===== src/design/dwvw_pkg.sv =====
// dwvw_pkg: shared constants, register indexes and controller/datapath types
// for the dwvw audio encoder; no dependencies
package dwvw_pkg;

  localparam int unsigned SAMPLE_W     = 32;  // input sample field width
  localparam int unsigned WS_W         = 6;   // word size register width
  localparam int unsigned MAX_WORD_DEF = 32;  // default widest word size
  localparam int unsigned ADDR_W       = 3;   // two registers at byte 0 and 4
  localparam int unsigned DATA_W       = 32;
  localparam int unsigned BYTE_W       = 8;

  localparam logic [WS_W-1:0] IN_WS_RST  = 6'd16;
  localparam logic [WS_W-1:0] OUT_WS_RST = 6'd16;

  // register index, taken from paddr[2]
  typedef enum logic {
    REG_IN_WORD_SIZE  = 1'b0,
    REG_OUT_WORD_SIZE = 1'b1
  } reg_idx_e;

  // datapath step ordered by the controller
  typedef enum logic [3:0] {
    OP_IDLE,
    OP_LOAD,
    OP_SCALE,
    OP_DELTA,
    OP_MAG,
    OP_WIDTH,
    OP_CODE,
    OP_PACK,
    OP_POP
  } op_e;

  typedef struct packed {
    op_e op;
  } cmd_t;

  typedef struct packed {
    logic pack_empty;  // packing step yields no byte (valid during pack)
    logic last_byte;   // one byte left in the output register
  } status_t;

endpackage


===== src/design/dwvw_if.sv =====
// dwvw_if: valid/ready request channels of the dwvw encoder, sample in and
// code byte out; depends on dwvw_pkg
interface dwvw_sample_if import dwvw_pkg::*; ();
  logic                       valid;
  logic                       ready;
  logic signed [SAMPLE_W-1:0] sample;
  logic                       end_of_channel;

  modport source (output valid, sample, end_of_channel, input ready);
  modport sink (input valid, sample, end_of_channel, output ready);
endinterface

interface dwvw_code_if import dwvw_pkg::*; ();
  logic              valid;
  logic              ready;
  logic [BYTE_W-1:0] code_byte;
  logic              run_last;
  logic              channel_last;

  modport source (output valid, code_byte, run_last, channel_last, input ready);
  modport sink (input valid, code_byte, run_last, channel_last, output ready);
endinterface


===== src/design/dwvw_datapath.sv =====
// dwvw_datapath: rescale, delta, width coding, bit packing and byte output
// register of the dwvw encoder; depends on dwvw_pkg, driven by dwvw_ctrl
module dwvw_datapath import dwvw_pkg::*; #(
  parameter int unsigned MAX_WORD = MAX_WORD_DEF
) (
  input  logic                clk_i,
  input  logic                rst_ni,
  input  logic [WS_W-1:0]     in_word_size_i,
  input  logic [WS_W-1:0]     out_word_size_i,
  input  logic [SAMPLE_W-1:0] sample_i,
  input  logic                end_of_channel_i,
  input  cmd_t                cmd_i,
  output status_t             status_o,
  output logic [BYTE_W-1:0]   code_byte_o,
  output logic                run_last_o,
  output logic                channel_last_o
);

  localparam int unsigned WW    = $clog2(MAX_WORD + 1);        // word size / width
  localparam int unsigned DW    = WW + 1;                      // signed width change
  localparam int unsigned NW    = MAX_WORD + MAX_WORD / 2 + 2; // longest code
  localparam int unsigned LW    = $clog2(NW + 1);
  localparam int unsigned ACC_W = ((NW + 14) / 8) * 8;         // code plus 7 pending
  localparam int unsigned NB    = ACC_W / 8;
  localparam int unsigned NBW   = $clog2(NB + 1);
  localparam int unsigned CW    = $clog2(ACC_W + 1);

  // clamped word sizes
  logic [WW-1:0] iw, ow, half;
  logic [MAX_WORD-1:0] omask;

  always_comb begin
    if (in_word_size_i == '0) begin
      iw = WW'(1);
    end else if (in_word_size_i > WS_W'(MAX_WORD)) begin
      iw = WW'(MAX_WORD);
    end else begin
      iw = in_word_size_i[WW-1:0];
    end
    if (out_word_size_i < WS_W'(2)) begin
      ow = WW'(2);
    end else if (out_word_size_i > WS_W'(MAX_WORD)) begin
      ow = WW'(MAX_WORD);
    end else begin
      ow = out_word_size_i[WW-1:0];
    end
    half  = ow >> 1;
    omask = {MAX_WORD{1'b1}} >> (WW'(MAX_WORD) - ow);
  end

  // history and packing state
  logic [MAX_WORD-1:0] prev_q;
  logic [WW-1:0]       pdw_q;
  logic [6:0]          pend_q;
  logic [2:0]          pc_q;
  logic [NBW-1:0]      nb_q;

  // per item registers
  logic [MAX_WORD-1:0] sample_q, s_q, d_q, mag_q;
  logic                eoc_q, dneg_q, xe_q, xb_q;
  logic [WW-1:0]       w_q, prevw_q;
  logic [NW-1:0]       n_q;
  logic [LW-1:0]       l_q;
  logic [ACC_W-1:0]    acc_q;

  // scale: sign extend from iw and move to ow bits in one shift pair
  logic [MAX_WORD-1:0]        x;
  logic signed [MAX_WORD-1:0] s;

  always_comb begin
    x = sample_q << (WW'(MAX_WORD) - iw);
    s = $signed(x) >>> (WW'(MAX_WORD) - ow);
  end

  // delta wrapped to ow bits
  logic [MAX_WORD-1:0] diff, d, dsh;
  logic                dneg;

  always_comb begin
    diff = s_q - prev_q;
    d    = diff & omask;
    dsh  = d >> (ow - WW'(1));
    dneg = dsh[0];
  end

  // magnitude
  logic [MAX_WORD-1:0] mag;
  assign mag = dneg_q ? ((MAX_WORD'(0) - d_q) & omask) : d_q;

  // bit length of magnitude, most negative delta check
  logic [WW-1:0]       w, prevw;
  logic [MAX_WORD-1:0] rng;
  logic                xe, xb;

  always_comb begin
    w = '0;
    for (int i = 0; i < MAX_WORD; i++) begin
      if (mag_q[i]) begin
        w = WW'(i + 1);
      end
    end
    rng   = omask >> 1;
    xe    = dneg_q && (mag_q >= rng);
    xb    = mag_q > rng;
    prevw = (pdw_q > ow) ? ow : pdw_q;
  end

  // code: unary width change, stop bit, sign, magnitude tail
  logic signed [DW-1:0] dwm_raw, dwm, a_full;
  logic [WW-1:0]        a;
  logic                 sgn, stop, nz;
  logic [1:0]           p;
  logic [LW-1:0]        pl, tl;
  logic [MAX_WORD-1:0]  lowmask;
  logic [MAX_WORD:0]    t_base;
  logic [MAX_WORD+1:0]  t;
  logic [NW-1:0]        n;
  logic [LW-1:0]        l;

  always_comb begin
    dwm_raw = $signed({1'b0, w_q}) - $signed({1'b0, prevw_q});
    if (dwm_raw > $signed({1'b0, half})) begin
      dwm = dwm_raw - $signed({1'b0, ow});
    end else if (dwm_raw < -$signed({1'b0, half})) begin
      dwm = dwm_raw + $signed({1'b0, ow});
    end else begin
      dwm = dwm_raw;
    end
    sgn    = dwm[DW-1];
    a_full = sgn ? -dwm : dwm;
    a      = a_full[WW-1:0];
    stop   = a < half;
    nz     = a != '0;
    if (stop) begin
      p = nz ? {1'b1, sgn} : 2'b01;
    end else begin
      p = {1'b0, sgn};
    end
    pl      = LW'(a) + LW'(stop) + LW'(nz);
    // zero width leaves an all ones mask on a zero magnitude
    lowmask = ~({MAX_WORD{1'b1}} << (w_q - WW'(1)));
    t_base  = {mag_q & lowmask, dneg_q};
    t       = xe_q ? {t_base, xb_q} : {1'b0, t_base};
    tl      = LW'(w_q) + LW'(xe_q);
    n       = (NW'(p) << tl) | NW'(t);
    l       = pl + tl;
  end

  // pack: pending bits then new code, left aligned
  logic [CW-1:0]    cnt;
  logic [ACC_W-1:0] acc, tail;
  logic [2:0]       rem;
  logic [6:0]       pend_next;
  logic [NBW-1:0]   nb;

  always_comb begin
    cnt       = CW'(pc_q) + CW'(l_q);
    acc       = (ACC_W'(pend_q) << (CW'(ACC_W) - CW'(pc_q)))
              | (ACC_W'(n_q) << (CW'(ACC_W) - cnt));
    tail      = (ACC_W'(pend_q) << l_q) | ACC_W'(n_q);
    rem       = cnt[2:0];
    pend_next = tail[6:0] & ~(7'h7f << rem);
    nb        = NBW'(cnt >> 3) + NBW'(eoc_q && (rem != 3'd0));
  end

  always_ff @(posedge clk_i or negedge rst_ni) begin
    if (!rst_ni) begin
      prev_q <= '0;
      pdw_q  <= '0;
      pend_q <= '0;
      pc_q   <= '0;
      nb_q   <= '0;
    end else begin
      case (cmd_i.op)
        OP_DELTA: begin
          prev_q <= s_q;
        end
        OP_WIDTH: begin
          pdw_q <= w;
        end
        OP_PACK: begin
          nb_q <= nb;
          if (eoc_q) begin
            prev_q <= '0;
            pdw_q  <= '0;
            pend_q <= '0;
            pc_q   <= '0;
          end else begin
            pend_q <= pend_next;
            pc_q   <= rem;
          end
        end
        OP_POP: begin
          nb_q <= nb_q - NBW'(1);
        end
        default: begin
        end
      endcase
    end
  end

  always_ff @(posedge clk_i) begin
    case (cmd_i.op)
      OP_LOAD: begin
        sample_q <= sample_i[MAX_WORD-1:0];
        eoc_q    <= end_of_channel_i;
      end
      OP_SCALE: begin
        s_q <= s;
      end
      OP_DELTA: begin
        d_q    <= d;
        dneg_q <= dneg;
      end
      OP_MAG: begin
        mag_q <= mag;
      end
      OP_WIDTH: begin
        w_q     <= w;
        prevw_q <= prevw;
        xe_q    <= xe;
        xb_q    <= xb;
      end
      OP_CODE: begin
        n_q <= n;
        l_q <= l;
      end
      OP_PACK: begin
        acc_q <= acc;
      end
      OP_POP: begin
        acc_q <= acc_q << BYTE_W;
      end
      default: begin
      end
    endcase
  end

  logic last;
  assign last                = nb_q == NBW'(1);
  assign status_o.pack_empty = nb == '0;
  assign status_o.last_byte  = last;
  assign code_byte_o         = acc_q[ACC_W-1 -: BYTE_W];
  assign run_last_o          = last;
  assign channel_last_o      = last & eoc_q;

  // pending bits above the count stay clear
  a_pend_clean: assert property (@(posedge clk_i) disable iff (!rst_ni)
    (7'(pend_q >> pc_q) == 7'd0))
    else $error("pending bits above count are set");

  // a byte is popped only while one is held
  a_pop_held: assert property (@(posedge clk_i) disable iff (!rst_ni)
    (cmd_i.op == OP_POP) |-> (nb_q != '0))
    else $error("pop with no byte held");

  // every sample codes at least one bit, so a channel end always yields a byte
  a_eoc_byte: assert property (@(posedge clk_i) disable iff (!rst_ni)
    (cmd_i.op == OP_PACK && eoc_q) |-> !status_o.pack_empty)
    else $error("channel end packed no byte");

endmodule


===== src/design/dwvw_ctrl.sv =====
// dwvw_ctrl: sequencing state machine of the dwvw encoder, steps the datapath
// and runs both request handshakes; depends on dwvw_pkg
module dwvw_ctrl import dwvw_pkg::*; (
  input  logic    clk_i,
  input  logic    rst_ni,
  input  logic    in_valid_i,
  output logic    in_ready_o,
  output logic    out_valid_o,
  input  logic    out_ready_i,
  input  status_t status_i,
  output cmd_t    cmd_o
);

  typedef enum logic [2:0] {
    ST_IDLE,
    ST_SCALE,
    ST_DELTA,
    ST_MAG,
    ST_WIDTH,
    ST_CODE,
    ST_PACK,
    ST_EMIT
  } state_e;

  state_e state_q;
  logic   ready_q, valid_q;

  always_ff @(posedge clk_i or negedge rst_ni) begin
    if (!rst_ni) begin
      state_q <= ST_IDLE;
      ready_q <= 1'b1;
      valid_q <= 1'b0;
    end else begin
      case (state_q)
        ST_IDLE: begin
          if (in_valid_i) begin
            state_q <= ST_SCALE;
            ready_q <= 1'b0;
          end
        end
        ST_SCALE: state_q <= ST_DELTA;
        ST_DELTA: state_q <= ST_MAG;
        ST_MAG:   state_q <= ST_WIDTH;
        ST_WIDTH: state_q <= ST_CODE;
        ST_CODE:  state_q <= ST_PACK;
        ST_PACK: begin
          if (status_i.pack_empty) begin
            state_q <= ST_IDLE;
            ready_q <= 1'b1;
          end else begin
            state_q <= ST_EMIT;
            valid_q <= 1'b1;
          end
        end
        ST_EMIT: begin
          if (out_ready_i && status_i.last_byte) begin
            state_q <= ST_IDLE;
            valid_q <= 1'b0;
            ready_q <= 1'b1;
          end
        end
        default: begin
          state_q <= ST_IDLE;
          ready_q <= 1'b1;
          valid_q <= 1'b0;
        end
      endcase
    end
  end

  always_comb begin
    case (state_q)
      ST_IDLE:  cmd_o.op = (in_valid_i && ready_q) ? OP_LOAD : OP_IDLE;
      ST_SCALE: cmd_o.op = OP_SCALE;
      ST_DELTA: cmd_o.op = OP_DELTA;
      ST_MAG:   cmd_o.op = OP_MAG;
      ST_WIDTH: cmd_o.op = OP_WIDTH;
      ST_CODE:  cmd_o.op = OP_CODE;
      ST_PACK:  cmd_o.op = OP_PACK;
      ST_EMIT:  cmd_o.op = (out_ready_i && valid_q) ? OP_POP : OP_IDLE;
      default:  cmd_o.op = OP_IDLE;
    endcase
  end

  assign in_ready_o  = ready_q;
  assign out_valid_o = valid_q;

  // input side and output side never open together
  a_one_side: assert property (@(posedge clk_i) disable iff (!rst_ni)
    !(ready_q && valid_q))
    else $error("ready and valid high together");

  // bytes of one sample leave without a gap in valid
  a_run_holds: assert property (@(posedge clk_i) disable iff (!rst_ni)
    (valid_q && out_ready_i && !status_i.last_byte) |=> valid_q)
    else $error("output run broken before last byte");

  // output opens only right after packing
  a_after_pack: assert property (@(posedge clk_i) disable iff (!rst_ni)
    $rose(valid_q) |-> $past(state_q == ST_PACK))
    else $error("output valid rose outside pack");

  // last byte taken returns to accepting
  a_back_ready: assert property (@(posedge clk_i) disable iff (!rst_ni)
    (valid_q && out_ready_i && status_i.last_byte) |=> ready_q)
    else $error("not ready after last byte");

endmodule


===== src/design/dwvw_audio_encoder.sv =====
// dwvw audio encoder. One sample request in gives zero to eight code byte
// requests out, first coded bit in the MSB of each byte. An accepted sample
// steps through the datapath steps (rescale, delta, magnitude, bit length,
// code assembly, packing) in one shared datapath, then one byte leaves per
// cycle while the sink is ready; the next sample is taken in the cycle after
// the last byte. Samples with end_of_channel set flush a partial byte with
// zero padding (channel_last marks that final byte, run_last the last byte
// of every sample) and clear the history. Word sizes are written over the
// APB port at byte 0 (in_word_size) and byte 4 (out_word_size); the user
// must write them only while the block is idle, which the block itself does
// not enforce. Values out of range are clamped when used.
// Depends on dwvw_pkg, dwvw_if, dwvw_ctrl and dwvw_datapath.
module dwvw_audio_encoder import dwvw_pkg::*; #(
  parameter int unsigned MAX_WORD = MAX_WORD_DEF
) (
  input  logic              clk_i,
  input  logic              rst_ni,
  // configuration port
  input  logic              psel,
  input  logic              penable,
  input  logic              pwrite,
  input  logic [ADDR_W-1:0] paddr,
  input  logic [DATA_W-1:0] pwdata,
  output logic [DATA_W-1:0] prdata,
  output logic              pready,
  // sample requests in, code byte requests out
  dwvw_sample_if.sink       sample_i,
  dwvw_code_if.source       code_o
);

  // word size registers
  logic [WS_W-1:0] in_ws_q, out_ws_q;
  logic            cfg_wr;
  reg_idx_e        cfg_idx;

  assign pready  = 1'b1;
  assign cfg_wr  = psel && penable && pwrite;
  assign cfg_idx = reg_idx_e'(paddr[2]);

  always_ff @(posedge clk_i or negedge rst_ni) begin
    if (!rst_ni) begin
      in_ws_q  <= IN_WS_RST;
      out_ws_q <= OUT_WS_RST;
    end else if (cfg_wr) begin
      case (cfg_idx)
        REG_IN_WORD_SIZE:  in_ws_q  <= pwdata[WS_W-1:0];
        REG_OUT_WORD_SIZE: out_ws_q <= pwdata[WS_W-1:0];
        default: begin
        end
      endcase
    end
  end

  // register readback
  always_comb begin
    case (cfg_idx)
      REG_IN_WORD_SIZE:  prdata = DATA_W'(in_ws_q);
      REG_OUT_WORD_SIZE: prdata = DATA_W'(out_ws_q);
      default:           prdata = '0;
    endcase
  end

  cmd_t    cmd;
  status_t status;

  // sequencer: one sample at a time, holds both handshakes
  dwvw_ctrl u_ctrl (
    .clk_i       (clk_i),
    .rst_ni      (rst_ni),
    .in_valid_i  (sample_i.valid),
    .in_ready_o  (sample_i.ready),
    .out_valid_o (code_o.valid),
    .out_ready_i (code_o.ready),
    .status_i    (status),
    .cmd_o       (cmd)
  );

  // coding datapath with the byte output register
  dwvw_datapath #(
    .MAX_WORD (MAX_WORD)
  ) u_datapath (
    .clk_i            (clk_i),
    .rst_ni           (rst_ni),
    .in_word_size_i   (in_ws_q),
    .out_word_size_i  (out_ws_q),
    .sample_i         (sample_i.sample),
    .end_of_channel_i (sample_i.end_of_channel),
    .cmd_i            (cmd),
    .status_o         (status),
    .code_byte_o      (code_o.code_byte),
    .run_last_o       (code_o.run_last),
    .channel_last_o   (code_o.channel_last)
  );

endmodule

===== src/flat_wrapper.sv =====
// flat-port wrapper written by rule: the top's interface ports become plain ports
module dwvw_audio_encoder_flat import dwvw_pkg::*;
#(
  parameter int unsigned MAX_WORD = MAX_WORD_DEF
)
  (clk_i, rst_ni, psel, penable, pwrite, paddr, pwdata, prdata, pready, sample_i_valid, sample_i_sample, sample_i_end_of_channel, sample_i_ready, code_o_valid, code_o_code_byte, code_o_run_last, code_o_channel_last, code_o_ready);
  dwvw_sample_if sample_i_i ();
  dwvw_code_if code_o_i ();
  input  logic clk_i;
  input  logic rst_ni;
  input  logic psel;
  input  logic penable;
  input  logic pwrite;
  input  logic [ADDR_W-1:0] paddr;
  input  logic [DATA_W-1:0] pwdata;
  output logic [DATA_W-1:0] prdata;
  output logic pready;
  input wire logic [$bits(sample_i_i.valid)-1:0] sample_i_valid;
  input wire logic [$bits(sample_i_i.sample)-1:0] sample_i_sample;
  input wire logic [$bits(sample_i_i.end_of_channel)-1:0] sample_i_end_of_channel;
  output wire logic [$bits(sample_i_i.ready)-1:0] sample_i_ready;
  output wire logic [$bits(code_o_i.valid)-1:0] code_o_valid;
  output wire logic [$bits(code_o_i.code_byte)-1:0] code_o_code_byte;
  output wire logic [$bits(code_o_i.run_last)-1:0] code_o_run_last;
  output wire logic [$bits(code_o_i.channel_last)-1:0] code_o_channel_last;
  input wire logic [$bits(code_o_i.ready)-1:0] code_o_ready;
  assign sample_i_i.valid = sample_i_valid;
  assign sample_i_i.sample = sample_i_sample;
  assign sample_i_i.end_of_channel = sample_i_end_of_channel;
  assign sample_i_ready = sample_i_i.ready;
  assign code_o_valid = code_o_i.valid;
  assign code_o_code_byte = code_o_i.code_byte;
  assign code_o_run_last = code_o_i.run_last;
  assign code_o_channel_last = code_o_i.channel_last;
  assign code_o_i.ready = code_o_ready;
  dwvw_audio_encoder #(.MAX_WORD(MAX_WORD)) u_core (.clk_i(clk_i), .rst_ni(rst_ni), .psel(psel), .penable(penable), .pwrite(pwrite), .paddr(paddr), .pwdata(pwdata), .prdata(prdata), .pready(pready), .sample_i(sample_i_i), .code_o(code_o_i));
endmodule

===== config.mk =====
export PLATFORM = sky130hd
export DESIGN_NAME = dwvw_audio_encoder_flat
export DESIGN_NICKNAME = d
export VERILOG_FILES = /design/src/design/dwvw_pkg.sv /design/src/design/dwvw_if.sv /design/src/design/dwvw_datapath.sv /design/src/design/dwvw_ctrl.sv /design/src/design/dwvw_audio_encoder.sv /design/src/flat_wrapper.sv
export SDC_FILE = /design/constraint.sdc
export NUM_CORES = 1
export LEC_CHECK = 0
export ABC_CLOCK_PERIOD_IN_PS = 10700
export BUFFER_PORTS_ARGS = -buffer_cell sky130_fd_sc_hd__buf_4
export CAP_MARGIN = 30
export CORE_AREA = 2 2 227 284
export DETAILED_ROUTE_END_ITERATION = 7
export DIE_AREA = 0 0 229 286
export GPL_TIMING_DRIVEN = 0
export MAX_ROUTING_LAYER = met4
export PLACE_DENSITY_LB_ADDON = 0.12
export SETUP_SLACK_MARGIN = 0.2
export SYNTH_ARGS = -nofsm -noshare
export SYNTH_HDL_FRONTEND = slang
export SYNTH_SLANG_ARGS = --single-unit

===== constraint.sdc =====
create_clock -name clk_i -period 10.7 [get_ports clk_i]
set_clock_uncertainty 0.1 [all_clocks]
set_input_delay 0.535 -clock clk_i [delete_from_list [all_inputs] [get_ports clk_i]]
set_output_delay 0.535 -clock clk_i [all_outputs]
set_load 0.05 [all_outputs]

==> summary.txt, run 1 <==
===========================================================================
Run status                                                     finished clean
Total clock sinks                                                       333
Type of origin of the critical path                                    flop
Distinct cell type count after synthesis                                 92
First-pass DRT Iterations                                                 6
Setup violators final                                                     0
Max cap viols                                                             0
Share of synthesized area occupied by flip-flops and latches          34.5%
Ports placed on the boundary                                            120
Min-delay worst type                                              in -> reg
Number of warnings reported in the yosys synthesis log                    0
Routed Wire Length                                                108000 um
Flip-flop and latch count after synthesis                               333
Setup TNS Final                                                        0 ns
Minimum clock period after layout                                   9.18 ns
Multiplexer area fraction after synthesis                             12.6%
Slew Limit Fails                                                          0
Placement row count                                                     103
Area of the die                                                  65500 um^2
Final #Nets                                                            3462
Core area                                                        62900 um^2
Estimated wirelength of the detail-placed design                   86800 um
Number of buffers on the longest clock path                               3
Fmax                                                                109 MHz
Antenna Violating Nets Remaining                                          0
Clock buffer count from CTS                                              40
Share of the clock period used by the worst path                      85.8%
Number of enable flip-flop cells after synthesis                        264
Xor-xnor portion of the synthesized cell area                         2.19%
Synth Area in Simple Gates                                            16.4%
Number of inserted diodes                                                 0
Setup fix buffers added after clock tree synthesis                        0
First-pass GRT wire length                                        161000 um
Initial antenna violation count                                           1
Adder and majority gate portion of the synthesized area               6.75%
Worst-Margin Slew                                                   1.08 ns
Maximum number of pins on one net before global-route repair             70
Width of the chip                                                    229 um
Via count of the first global-routing pass                            25600
Post-synth ARST share                                                 20.7%
Data arrival time of the critical path                              9.37 ns
Gate Count Post-Synth                                                  3085
Count of endpoints failing hold in the final timing report                0
Fraction of the mapped netlist area in compound gates                 22.3%
Clock-pin slew on the worst setup and hold paths                    0.06 ns
Avg Vias per Cell                                                      6.34
Crit end category                                                      flop
Gp weighted congestion                                                 1.01
CTS tree                                                               done
Number of remaining DRC errors                                            0
Most common cell after layout, fill and taps aside             sky130_fd_sc_hd__nor2_1
Worst-path cell chain                                          clkbuf_1, inv_1, nand3_1, clkbuf_1, clkbuf_1, clkbuf_1, ha_1, clkbuf_1, or3b_2, a221oi_1, clkbuf_1, o21ai_1, o21ai_0, ha_1, a21o_1, a21o_1, a21oi_1, o21ai_0, a21oi_1, o221ai_1, a2111oi_0, a21oi_1
Most frequently used flop master after synthesis               sky130_fd_sc_hd__edfxtp_1
Port bufs                                                                63
Setup repair after global routing missed its margin                   false
Max_slew headroom                                                     27.1%
Req. time, crit path                                               10.90 ns
Post-route design area                                           31300 um^2
Largest stage delay on the critical path                            0.69 ns
Critical Path Slowest Stage Cell                               sky130_fd_sc_hd__o21ai_0
Initial Utilization                                                   44.5%
Layout cell share with drive strength beyond 1                        10.6%
H-Tree Level Count                                                        2
Highest-count cells in the layout ignoring fill and taps       sky130_fd_sc_hd__nor2_1 (333), sky130_fd_sc_hd__nand2_1 (280), sky130_fd_sc_hd__edfxtp_1 (264)
Top fanout value on the critical path                                    10
Avg Inst Size Synth                                               9.08 um^2
Post-synthesis instance area                                     28000 um^2
Worst skew pair latency                                             0.59 ns
Routed length per instance                                          26.2 um
GRT overflow                                                              0
Critical path class                                              reg -> reg
Synth-to-Final Area Change                                            11.7%
Register-to-Register Setup Slack                                    1.52 ns
Area of placed instances                                         29900 um^2
Gr usage total                                                        33.3%
Die H                                                                286 um
Drt first-iter violations                                              2165
Most numerous cell on the critical path                        sky130_fd_sc_hd__clkbuf_1
Library cell used as clock root buffer                         sky130_fd_sc_hd__clkbuf_16
Combinational family with the most area after synthesis        compound AO/OA/AOI/OAI gates
Routed via count                                                      26100
===========================================================================
[layer usage]
metal / part of all wire (%) / up-vias / global-route usage [%]
met2: 51 / 1053 / 59.1
met1: 36 / 12700 / 35.3
met4: 7.9 / 0 / 21.4
met5: 0 / - / -
li1: - / 11900 / -
met3: 4.6 / 355 / 3.60
[critical path: cells and delay by family (launching register included)]
kind | cells | cell delay [ns]
AO/OA/AOI/OAI | 11 | 3.66
adder cells (fa/ha/maj) | 2 | 0.60
buffers and inverters | 7 | 3.20
flip-flops | 1 | 0.44
AND/OR/NAND/NOR | 2 | 0.86
[cell type report]
cell class              instances  area [um^2]
flip-flops and latches        333         9660
inverters                     128          480
multi-input cells            2426        17000
clock inverters                20          283
repair buffers                 87          734
fillers                      6138        31600
well taps                     840         1050
plain buffers                 224          995
clock buffers                  52         1070
[repair_timing]
item                                   4_1_cts  5_1_grt
resized for setup                            0        0
hold buffers                                 0        1
endpoints found under the hold margin        0        9
[cells in the mapped netlist, types with 26 or more instances]
cell type | number | area, um^2
sky130_fd_sc_hd__a211oi_1 | 52 | 390
sky130_fd_sc_hd__a21o_1 | 43 | 323
sky130_fd_sc_hd__a21oi_1 | 210 | 1050
sky130_fd_sc_hd__a22o_1 | 57 | 499
sky130_fd_sc_hd__a31oi_1 | 48 | 300
sky130_fd_sc_hd__buf_1 | 27 | 101
sky130_fd_sc_hd__buf_4 | 36 | 270
sky130_fd_sc_hd__clkbuf_1 | 152 | 571
sky130_fd_sc_hd__dfrtp_1 | 66 | 1650
sky130_fd_sc_hd__edfxtp_1 | 264 | 7930
sky130_fd_sc_hd__ha_1 | 140 | 1750
sky130_fd_sc_hd__inv_1 | 124 | 465
sky130_fd_sc_hd__mux2_2 | 46 | 518
sky130_fd_sc_hd__mux2i_1 | 153 | 1530
sky130_fd_sc_hd__mux4_2 | 66 | 1490
sky130_fd_sc_hd__nand2_1 | 281 | 1050
sky130_fd_sc_hd__nand2b_1 | 44 | 275
sky130_fd_sc_hd__nand3_1 | 33 | 165
sky130_fd_sc_hd__nor2_1 | 334 | 1250
sky130_fd_sc_hd__nor2b_1 | 42 | 263
sky130_fd_sc_hd__nor3_1 | 82 | 410
sky130_fd_sc_hd__o211ai_1 | 30 | 225
sky130_fd_sc_hd__o21a_1 | 31 | 233
sky130_fd_sc_hd__o21ai_0 | 203 | 1020
sky130_fd_sc_hd__o221ai_1 | 44 | 385
sky130_fd_sc_hd__o22ai_1 | 26 | 163
sky130_fd_sc_hd__or3_1 | 30 | 188
sky130_fd_sc_hd__xnor2_1 | 40 | 350
sky130_fd_sc_hd__xor2_1 | 30 | 263
[state kept, by name, summed over array words and instances (netlist names), 3 cells and up]
name                        flops
u_core.u_datapath.pdw_q         6
u_core.u_datapath.d_q          32
u_core.u_datapath.acc_q        64
u_core.u_datapath.sample_q     32
u_core.u_datapath.pc_q          3
u_core.out_ws_q                 6
u_core.u_datapath.mag_q        32
u_core.u_datapath.nb_q          4
u_core.u_datapath.w_q           6
u_core.u_ctrl.state_q           3
u_core.u_datapath.l_q           6
u_core.in_ws_q                  6
u_core.u_datapath.s_q          32
u_core.u_datapath.n_q          50
u_core.u_datapath.prevw_q       6
u_core.u_datapath.pend_q        7
u_core.u_datapath.prev_q       32
[worst paths after layout]
check | end | cells after the start | startpoint
max | u_core.u_datapath.xe_q | 22 | u_core.out_ws_q[5]
min | u_core.u_datapath.sample_q[27] | 1 | sample_i_sample[27]
max reg2reg | u_core.u_datapath.xe_q | 22 | u_core.out_ws_q[5]
min reg2reg | u_core.u_datapath.w_q[5] | 0 | u_core.u_datapath.mag_q[31]
max in group asynchronous | u_core.out_ws_q[4] | 3 | rst_ni
min in group asynchronous | u_core.u_datapath.prev_q[6] | 2 | rst_ni
[kinds of logic (layout without fill, tap and decap cells)]
group / Yosys count / count (layout)
simple gates: 981 / 981
compound gates: 935 / 935
buf+inv: 352 / 511
flops: 333 / 333
mux: 265 / 265
fa+ha+maj: 147 / 147
xor+xnor: 70 / 70
other cells: 2 / 28
[stage by stage]
stage	instances	hold slack [ns]	util (%)	setup WS, ns
2_1_floorplan	3111	0.139	-	3.76
3_3_place_gp	4014	0.337	47.1	1.22
3_5_place_dp	4035	0.329	47.5	1.63
4_1_cts	4107	0.00497	49.7	1.60
5_1_grt	4110	0.00716	49.7	0.893
6_report	4110	0.0245	49.7	1.52
Power of run 1 is not shown: default switching activity piles up to over one toggle a cycle in this logic, so the estimate is an artifact.
==> run 2: changes to the inputs <==
--- a/config.mk
+++ b/config.mk
@@ -6,11 +6,11 @@
 export NUM_CORES = 1
 export LEC_CHECK = 0
 export ABC_CLOCK_PERIOD_IN_PS = 10700
-export BUFFER_PORTS_ARGS = -buffer_cell sky130_fd_sc_hd__buf_4
 export CAP_MARGIN = 30
 export CORE_AREA = 2 2 227 284
 export DETAILED_ROUTE_END_ITERATION = 7
 export DIE_AREA = 0 0 229 286
+export DONT_BUFFER_PORTS = 1
 export GPL_TIMING_DRIVEN = 0
 export MAX_ROUTING_LAYER = met4
 export PLACE_DENSITY_LB_ADDON = 0.12
==> run 2 against run 1 <==
  * Setup slack got worse by 0.55 ns
  * Sequential cell count unchanged
  * Critical path depth increased by 8
  * Utilization decreased by 0.17 points
  * Non-clock buffer count decreased by 27
  * Critical path type unchanged
  * Highest routed layer unchanged
==> summary.txt, run 2 (synthesis gave the netlist of run 1 again) <==
===========================================================================
Routed Wire Length                                                107000 um   -0.49%
Highest-count cells in the layout ignoring fill and taps       sky130_fd_sc_hd__nor2_1 (333), sky130_fd_sc_hd__nand2_1 (280), sky130_fd_sc_hd__edfxtp_1 (264)
Total clock sinks                                                       333   unchanged
Quantity of hold-fixing buffers added after cts                          41   +41
Slew Limit Fails                                                          0   unchanged
Max cap viols                                                             0   unchanged
Clock buffer count from CTS                                              40   unchanged
Critical path class                                              reg -> reg
GRT overflow                                                              0   unchanged
Area occupied by multi-input gates                               17000 um^2   about the same
Area of placed instances                                         29400 um^2   -1.7%
Drt first-iter violations                                              2423   +12%
Most numerous cell on the critical path                        sky130_fd_sc_hd__a21oi_1
Placed cell count                                                      3970   -1.6%
Non-filler cells in the finished layout                                4086   -0.58%
Type of origin of the critical path                                    flop
Final #Nets                                                            3435   -0.78%
Port bufs                                                                 0   -100%
Req. time, crit path                                               10.90 ns   about the same
Via count of the first global-routing pass                            25700   +0.51%
Routed length per instance                                          26.2 um   about the same
Data arrival time of the critical path                              9.92 ns   +0.55 ns
Initial antenna violation count                                           1   unchanged
Fmax                                                                103 MHz   -5.6%
Fill cell count                                                        6112   -0.42%
Setup repair after global routing missed its margin                   false
Run status                                                     finished clean
Max_slew headroom                                                     23.7%   -3.4 points
Worst-Margin Slew                                                   1.13 ns   +0.0502 ns
Library cell used as clock root buffer                         sky130_fd_sc_hd__clkbuf_16
Critical Path Slowest Stage Cell                               sky130_fd_sc_hd__clkbuf_1
Avg Vias per Cell                                                      6.37   +0.52%
Share of the clock period used by the worst path                      90.9%   +5.1 points
Top fanout value on the critical path                                    13   +3
Final core utilization                                                49.6%   -0.17 points
Gr usage total                                                        33.2%   -0.17 points
Ports placed on the boundary                                            120   unchanged
Routed length on met1                                              38800 um   -0.25%
Number of buffers on the longest clock path                               3   unchanged
Clock-pin slew on the worst setup and hold paths                    0.06 ns   about the same
Layout cell share with drive strength beyond 1                        8.81%   -1.8 points
Width of the chip                                                    229 um   unchanged
Number of remaining DRC errors                                            0   unchanged
Placement row count                                                     103   unchanged
Die H                                                                286 um   unchanged
Most common cell after layout, fill and taps aside             sky130_fd_sc_hd__nor2_1
Initial Utilization                                                   44.5%   unchanged
Setup TNS Final                                                        0 ns   unchanged
Setup violators final                                                     0   unchanged
Antenna Violating Nets Remaining                                          0   unchanged
Setup fix buffers added after clock tree synthesis                        0   unchanged
Count of cells resized by post-cts repair                                 0   unchanged
CTS tree                                                               done
H-Tree Level Count                                                        2   unchanged
Minimum clock period after layout                                   9.72 ns   +0.546 ns
Worst skew pair latency                                             0.59 ns   about the same
Synth-to-Final Area Change                                            11.3%
Min-delay worst type                                              in -> reg
Post-route design area                                           31200 um^2   -0.35%
Count of endpoints failing hold in the final timing report                0   unchanged
Max FFs per register                                                     64   unchanged
Core area                                                        62900 um^2   unchanged
Maximum number of pins on one net before global-route repair             70   unchanged
Estimated wirelength of the detail-placed design                   85600 um   -1.3%
Crit end category                                                      flop
Area of the die                                                  65500 um^2   unchanged
Met3 Wirelength                                                     5250 um   +5.0%
Highest metal used                                                     met4
First-pass DRT Iterations                                                 6   unchanged
Gp weighted congestion                                                0.997   -1.0%
Routed via count                                                      26000   -0.069%
Largest stage delay on the critical path                            0.85 ns   +0.16 ns
First-pass GRT wire length                                        160000 um   -0.37%
Register with the most flip-flops                              u_core.u_datapath.acc_q
Met2 Routed Length                                                 54200 um   -2.2%
FF+latch area                                                     9660 um^2   unchanged
Top flop regs                                                  u_core.u_datapath.acc_q (64), u_core.u_datapath.n_q (50)
===========================================================================
==> run 2: cell type report <==
type                            count  share of cell area, %
Timing Repair Buffer               60                   1.97
Buffer                            224                   3.19
Antenna cell                        1                0.00803
Clock inverter                     19                  0.759
Multi-Input combinational cell   2426                   54.6
Clock buffer                       55                   3.58
Sequential cell                   333                   31.0
Inverter                          128                   1.54
Tap cell                          840                   3.37
==> run 2: worst paths after layout <==
check                                                 start                            to  depth (start not counted)  slack [ns]
worst min register to register  u_core.u_datapath.mag_q[31]      u_core.u_datapath.w_q[5]                          0        0.36
worst min-delay path                           code_o_ready     u_core.u_ctrl.out_valid_o                          3        0.11
worst max-delay path                     u_core.out_ws_q[5]      u_core.u_datapath.l_q[5]                         30        0.98
worst max register to register           u_core.out_ws_q[5]      u_core.u_datapath.l_q[5]                         30        0.98
min in group asynchronous                            rst_ni  u_core.u_datapath.prev_q[31]                          2        0.47
max in group asynchronous                            rst_ni             u_core.in_ws_q[4]                          2        9.64
==> run 2: stage by stage <==
step                      worst slack [ns]  hold slack, ns
final                                0.978           0.111
after global routing                 0.343           0.159
after CTS                             1.10          0.0852
after detailed placement              1.18           0.141
after global placement                1.23           0.141
after floorplan                       3.76           0.139
==> run 2: critical path: cells and delay by family (launching register included) <==
family / cells / cell delay, ns
flops: 1 / 0.44
compound gates: 12 / 3.18
fa+ha+maj: 5 / 1.63
xor+xnor: 3 / 0.60
simple gates: 3 / 0.59
buf+inv: 7 / 2.88
==> run 2: metal layers <==
layer,GRT usage (%),vias to the layer above
li1,-,11900
met1,35.2,12600
met2,57.6,1149
met3,3.71,409
met4,23.6,0
met5,-,-
Power of run 2 is left out for the same reason.
